File: config.mk
export PLATFORM = sky130hd
export DESIGN_NAME = brl_sqmul
export DESIGN_NICKNAME = d
export VERILOG_FILES = /design/src/sv/brl_pkg.sv /design/src/sv/brl_sqmul.sv
export SDC_FILE = /design/constraint.sdc
export NUM_CORES = 2
export LEC_CHECK = 0
export ABC_AREA = 0
export BUFFER_PORTS_ARGS = -buffer_cell sky130_fd_sc_hd__buf_2
export CAP_MARGIN = 20
export CORE_MARGIN = 2
export CORE_UTILIZATION = 55
export DETAILED_ROUTE_END_ITERATION = 8
export PLACE_DENSITY = 0.73
export SLEW_MARGIN = 20
export SYNTH_ARGS = -nofsm -noshare
export SYNTH_HDL_FRONTEND = slang
export SYNTH_SLANG_ARGS = --single-unit
File: constraint.sdc
create_clock -name clk -period 9.5 [get_ports clk]
set_input_delay 1.9 -clock clk [delete_from_list [all_inputs] [get_ports clk]]
set_output_delay 1.9 -clock clk [all_outputs]
set_load 0.1 [all_outputs]
File: src/sv/brl_pkg.sv
// ----------------------------------------------------------------------------
// brl_pkg
// Shared widths, register indexes and the exp(-x) factor table of the beam
// range likelihood pipeline.
// ----------------------------------------------------------------------------
package brl_pkg;

  // Field and datapath widths.
  localparam int RANGE_W   = 24;  // Q8.16 range
  localparam int WORD_W    = 32;  // Q16.16 weight / result
  localparam int EXP_BITS  = 21;  // exp argument bits below the 32.0 cutoff
  localparam int EXP_IN_W  = 40;  // widest exp argument fed to the unit
  localparam int DEN_W     = WORD_W + 1;
  localparam int DIV_NUM_W = DEN_W + 24;

  // Configuration register indexes.
  typedef enum logic [2:0] {
    CFG_RANGE_MAX    = 3'd0,
    CFG_HIT_GAIN     = 3'd1,
    CFG_HIT_INV_VAR  = 3'd2,
    CFG_SHORT_RATE   = 3'd3,
    CFG_SHORT_WEIGHT = 3'd4,
    CFG_MAX_WEIGHT   = 3'd5,
    CFG_RAND_DENSITY = 3'd6,
    CFG_PHI_GAIN     = 3'd7
  } cfg_idx_t;

  typedef logic [EXP_BITS-1:0][WORD_W-1:0] exp_tab_t;

  // Shift-and-subtract quotient, used only while the table is built.
  function automatic logic [63:0] udiv64(input logic [63:0] a, input logic [63:0] b);
    logic [63:0] quo;
    logic [64:0] rem;
    quo = '0;
    rem = '0;
    for (int i = 63; i >= 0; i--) begin
      rem = {rem[63:0], a[i]};
      if (rem >= {1'b0, b}) begin
        rem    = rem - {1'b0, b};
        quo[i] = 1'b1;
      end
    end
    return quo;
  endfunction

  // Factor table: entry b is exp(-2^(b-16)) in Q0.32. Low entries come from a
  // truncating Taylor series in Q0.62, high entries by squaring the one below.
  function automatic exp_tab_t build_exp_tab();
    exp_tab_t    tab;
    logic [63:0] term;
    logic [63:0] sum;
    logic [63:0] n;
    logic [63:0] sq;
    int          k;
    tab = '0;
    for (int b = 0; b <= 16; b++) begin
      k    = 16 - b;
      term = 64'd1 << 62;
      sum  = term;
      n    = 64'd1;
      for (int it = 0; it < 64; it++) begin
        if (term != 64'd0) begin
          term = udiv64(term >> k, n);
          if (n[0]) begin
            sum = sum - term;
          end else begin
            sum = sum + term;
          end
          n = n + 64'd1;
        end
      end
      sq     = (sum + (64'd1 << 29)) >> 30;
      tab[b] = sq[WORD_W-1:0];
    end
    for (int b = 17; b < EXP_BITS; b++) begin
      sq     = ({32'd0, tab[b-1]} * {32'd0, tab[b-1]}) + (64'd1 << 31);
      tab[b] = sq[63:32];
    end
    return tab;
  endfunction

  localparam exp_tab_t EXP_TAB = build_exp_tab();

endpackage

File: src/sv/brl_sqmul.sv
// ----------------------------------------------------------------------------
// brl_sqmul
// Four-stage saturating (k * v * v) >> 32, the Gaussian exponent argument.
// ----------------------------------------------------------------------------
module brl_sqmul (
  input  logic                        clk,
  input  logic                        en,
  input  logic [brl_pkg::WORD_W-1:0]  k,
  input  logic [brl_pkg::RANGE_W-1:0] v,
  output logic [brl_pkg::WORD_W-1:0]  x
);
  import brl_pkg::*;

  logic [2*RANGE_W-1:0]        vv_r;
  logic [WORD_W+RANGE_W-1:0]   plo_r;
  logic [WORD_W+RANGE_W-1:0]   plo2_r;
  logic [RANGE_W-1:0]          vhi_r;
  logic [WORD_W+RANGE_W-1:0]   phi_r;
  logic [WORD_W+2*RANGE_W:0]   sum;
  logic [WORD_W-1:0]           x_r;
  logic [WORD_W-1:0]           x_nxt;

  // The 32 x 48 product is taken as two 32 x 24 halves on separate stages.
  assign sum = (57'(phi_r) << RANGE_W) + 81'(plo2_r);

  always_comb begin
    if (|sum[WORD_W+2*RANGE_W:2*WORD_W]) begin
      x_nxt = '1;
    end else begin
      x_nxt = sum[2*WORD_W-1:WORD_W];
    end
  end

  always_ff @(posedge clk) begin
    if (en) begin
      vv_r   <= (2*RANGE_W)'(v) * (2*RANGE_W)'(v);
      plo_r  <= (WORD_W+RANGE_W)'(k) * (WORD_W+RANGE_W)'(vv_r[RANGE_W-1:0]);
      vhi_r  <= vv_r[2*RANGE_W-1:RANGE_W];
      phi_r  <= (WORD_W+RANGE_W)'(k) * (WORD_W+RANGE_W)'(vhi_r);
      plo2_r <= plo_r;
      x_r    <= x_nxt;
    end
  end

  assign x = x_r;

endmodule

Yosys cells after proc, flatten, opt, wreduce, memory -nomap -nowiden
Index checks and enable logic that the tools add are counted.
{ "classes": {"n_addsub": 1, "mul": 3, "reduce_logical": 1} }
{ "op_table": {"columns": ["operator", "count"], "rows": [
  ["multiplier 32 x 24 -> 56 bit", 2],
  ["adder 80 x 56 -> 81 bit", 1],
  ["multiplier 24 x 24 -> 48 bit", 1],
  ["OR reduction 17 bit", 1]
]} }
{ "totals": {"reg_bits": 272, "elab_cells": 11} }

Longest topological paths before layout
{ "depth": {"word_depth": 2, "ltp_mapped": 29, "mapped_depth_nobuf": 28} }

Worst setup path after synthesis
No wires, ideal clock.
{ "synth_timing": {"kind": "input to register", "from": "input v[17] in the netlist's numbering", "to": "register vv_r[42], data pin", "arrival_ns": 8.851, "setup_slack_ns": 0.389, "stages": 27, "path_cell_list": "clkbuf_1 > clkbuf_1 > nand2_1 > fa_1 > inv_1 > fa_1 > inv_1 > fa_1 > fa_1 > inv_1 > fa_1 > fa_1 > inv_1 > fa_1 > inv_1 > ha_1 > and3_1 > nand2_1 > or4_1 > o221a_2 > o31a_1 > or4_1 > nand3_1 > a41oi_1 > o21ai_1 > a21oi_1 > xnor2_1"} }
{ "synth_via": {"elab_chain_len": 1} }
{ "synth_lines": {"columns": ["element", "line", "source"], "rows": [
  ["from (decl)", "brl_sqmul.sv:9", "input logic [brl_pkg::RANGE_W-1:0] v,"],
  ["multiplier 24 x 24 -> 48 bit", "brl_sqmul.sv:36", "vv_r <= (2*RANGE_W)'(v) * (2*RANGE_W)'(v);"],
  ["to (signal assigned)", "brl_sqmul.sv:36", null],
  ["to (decl)", "brl_sqmul.sv:14", "logic [2*RANGE_W-1:0] vv_r;"]
]} }
Every way passes these cells.
A chain may end at the register's enable or synchronous reset.

Worst setup path after layout
{ "layout_timing": {"from": "input k[11] in the netlist's numbering", "to": "register plo_r[49], data pin"} }
{ "layout_via": {"elab_chain_len": 1} }
{ "layout_lines": {"columns": ["element", "line", "source"], "rows": [
  ["from (decl)", "brl_sqmul.sv:8", "input logic [brl_pkg::WORD_W-1:0] k,"],
  ["multiplier 32 x 24 -> 56 bit", "brl_sqmul.sv:37", "plo_r <= (WORD_W+RANGE_W)'(k) * (WORD_W+RANGE_W)'(vv_r[RANGE_W-1:0]);"],
  ["to (signal assigned)", "brl_sqmul.sv:37", null],
  ["to (decl)", "brl_sqmul.sv:15", "logic [WORD_W+RANGE_W-1:0] plo_r;"]
]} }
Every way passes these cells.

==> results.txt <==
status: finished clean
cells after synthesis: 7739
fin crit share: 94.8%
most common cell after layout, fill and taps aside: inv_1
Detailed Routing Iterations Pass 1: 6
number of synthesized flops with an enable pin: 223
CTS tree: built
worst hold path class: reg2reg
Initial Utilization: 55.5%
most frequent cells in the layout: inv_1, fa_1, nand2_1
Hold-fix buffers, CTS: 0
dpl ws: 32.3 ps
CP startpoint kind: input port
CTS sink count: 223
Worst Setup End Kind: flip-flop
routed wire length: 181000 µm
register area share after synthesis: 9.17%
grt total ovfl: 0
largest net degree at the start of global routing: 79
Relative slew margins: 20.4%
initial antenna violation count: 11
fmax: 111 MHz
Setup Buffers After CTS: 0
setup_tns: 0 ps
Fin. Hold Viols: 0
CTS H-tree depth: 1
post-cts gate resize count: 0
Max Buffers Root-to-Sink: 3
Post-Syn Nets: 10100
all-layer global routing usage: 28.1%
RSZ-0062 raised after global routing: no
die footprint: 136000 µm²
placed cells: 9440
CP required: 9810 ps
clk_lat worst skew: 580 ps
Final Skew: 15.4 ps
Async SR Flop Fraction: 0%
post-synthesis cell area: 73000 µm²
max-cap violations: 0
Nets: 10100
fin crit period: 9010 ps
WS Path Type: in2reg
Num CTS Buffers: 27
Final Max Tran Viols: 0
non-filler instance count after layout: 9487
ys flop type: edfxtp_1
first-pass GRT wire length: 301000 µm
Initial DRC Count: 3381
Setup WS post-layout: 494 ps
Netlist cell types: 85
Syn-to-layout area delta: 5.48%
top cell type's share of synthesized area: 46.8%
DR DRC count: 0
final setup fails: 0
Worst-path clk slew: 50 ps
CP Max Fanout: 25
via count: 51100
Hold WS: 417 ps
ranking of synthesized cells by area: fa_1, inv_1, ha_1, edfxtp_1, and2_1
CTS root buffer: clkbuf_16
Yosys reg bits: 223
Port Buf Inserts: 89
Synth area leader: fa_1
layout cell share with drive strength beyond 1: 5.47%
vias in the first global route: 57000
Vias/cell: 5.38
Mapped Avg Cell Area: 9.44 µm²
post-route ant nets: 0
core area: 132000 µm²
slew at the pin closest to its max-slew limit: 1190 ps
die height: 368 µm
Chip Width: 368 µm
Critical Path AT: 9320 ps
IO Count: 90
Ys Warns: 0
gpl congestion: 0.945
post-DP HPWL: 150000 µm
FP Rows: 133
routed wire length per instance: 19.1 µm
## critical path, stage by stage
cell	delay, ps
buf_2	540
buf_4	250
nand2_1	80
fa_1	540
inv_1	50
fa_1	470
inv_1	50
fa_1	540
inv_1	60
fa_1	460
ha_1	300
fa_1	490
inv_1	60
fa_1	480
inv_1	40
ha_1	280
nand3_1	80
o221ai_1	180
a21oi_1	120
o2111ai_1	420
a311oi_1	180
buf_4	190
a31oi_1	420
nand4_1	220
a311oi_1	440
or3_1	210
a21oi_1	80
xnor2_1	150
## cell usage after synthesis (29+ instances only)
| cell | count |
|---|---|
| fa_1 | 1708 |
| nand3_2 | 29 |
| edfxtp_1 | 223 |
| nand2_1 | 985 |
| o21ai_0 | 68 |
| clkbuf_1 | 344 |
| a21o_1 | 97 |
| nor3_1 | 29 |
| nor2_1 | 102 |
| xor2_1 | 60 |
| and2_1 | 867 |
| nand3_1 | 36 |
| a21oi_1 | 130 |
| ha_1 | 598 |
| nand4_1 | 29 |
| xnor2_1 | 105 |
| inv_1 | 2033 |
## through the flow
step | instance area [µm²] | util (%)
floorplan | 73000 | -
global placement | 76200 | 57.9
detailed placement | 76200 | 57.9
CTS | 77000 | 58.5
global route | 77000 | 58.5
finish | 77000 | 58.5
## per-layer routing
metal	up-vias	GRT usage, %	part of all wire, %
li1	22500	-	-
met2	2008	46.8	48
met1	26200	36.9	40
met5	-	0	0.035
met4	10	11.2	4.6
met3	397	4.35	8.0
## flip-flops by register name, indices dropped and copies added, names as in the netlist
name / flops
phi_r: 56
vv_r: 47
plo2_r: 32
plo_r: 32
x: 32
vhi_r: 24
## layout make-up
type / count / area, µm²
fill: 11200 / 54600
timing repair buffer: 319 / 2460
clock buffer: 31 / 691
multi-input combinational: 5110 / 57200
clock inverter: 15 / 116
tap: 1755 / 2200
inverter: 2033 / 7630
sequential: 223 / 6700
antenna: 1 / 2.50
## cell families after synthesis
| family | count (synthesis) | share of synthesized area [%] |
|---|---|---|
| buffers and inverters | 2406 | 12.5 |
| XOR/XNOR | 165 | 1.98 |
| flip-flops | 223 | 9.17 |
| AND/OR/NAND/NOR | 2182 | 15.1 |
| adder cells (fa/ha/maj) | 2306 | 57.1 |
| multiplexers | 6 | 0.0840 |
| AO/OA/AOI/OAI | 451 | 4.14 |
## path summary, 6_finish.rpt
path                      startpoint                  end  slack [ps]  cells after the start
setup / recovery               k[11]  plo_r[49]$_DFFE_PP_         490                     28
setup reg to reg  vv_r[11]$_DFFE_PP_  plo_r[49]$_DFFE_PP_        1070                     25
hold / removal    vv_r[35]$_DFFE_PP_  vhi_r[11]$_DFFE_PP_         420                      0
hold reg to reg   vv_r[35]$_DFFE_PP_  vhi_r[11]$_DFFE_PP_         420                      0
Power is left out: the tool's default activity adds up to more than one toggle a clock period on the data nets, which glitch-free logic cannot reach.
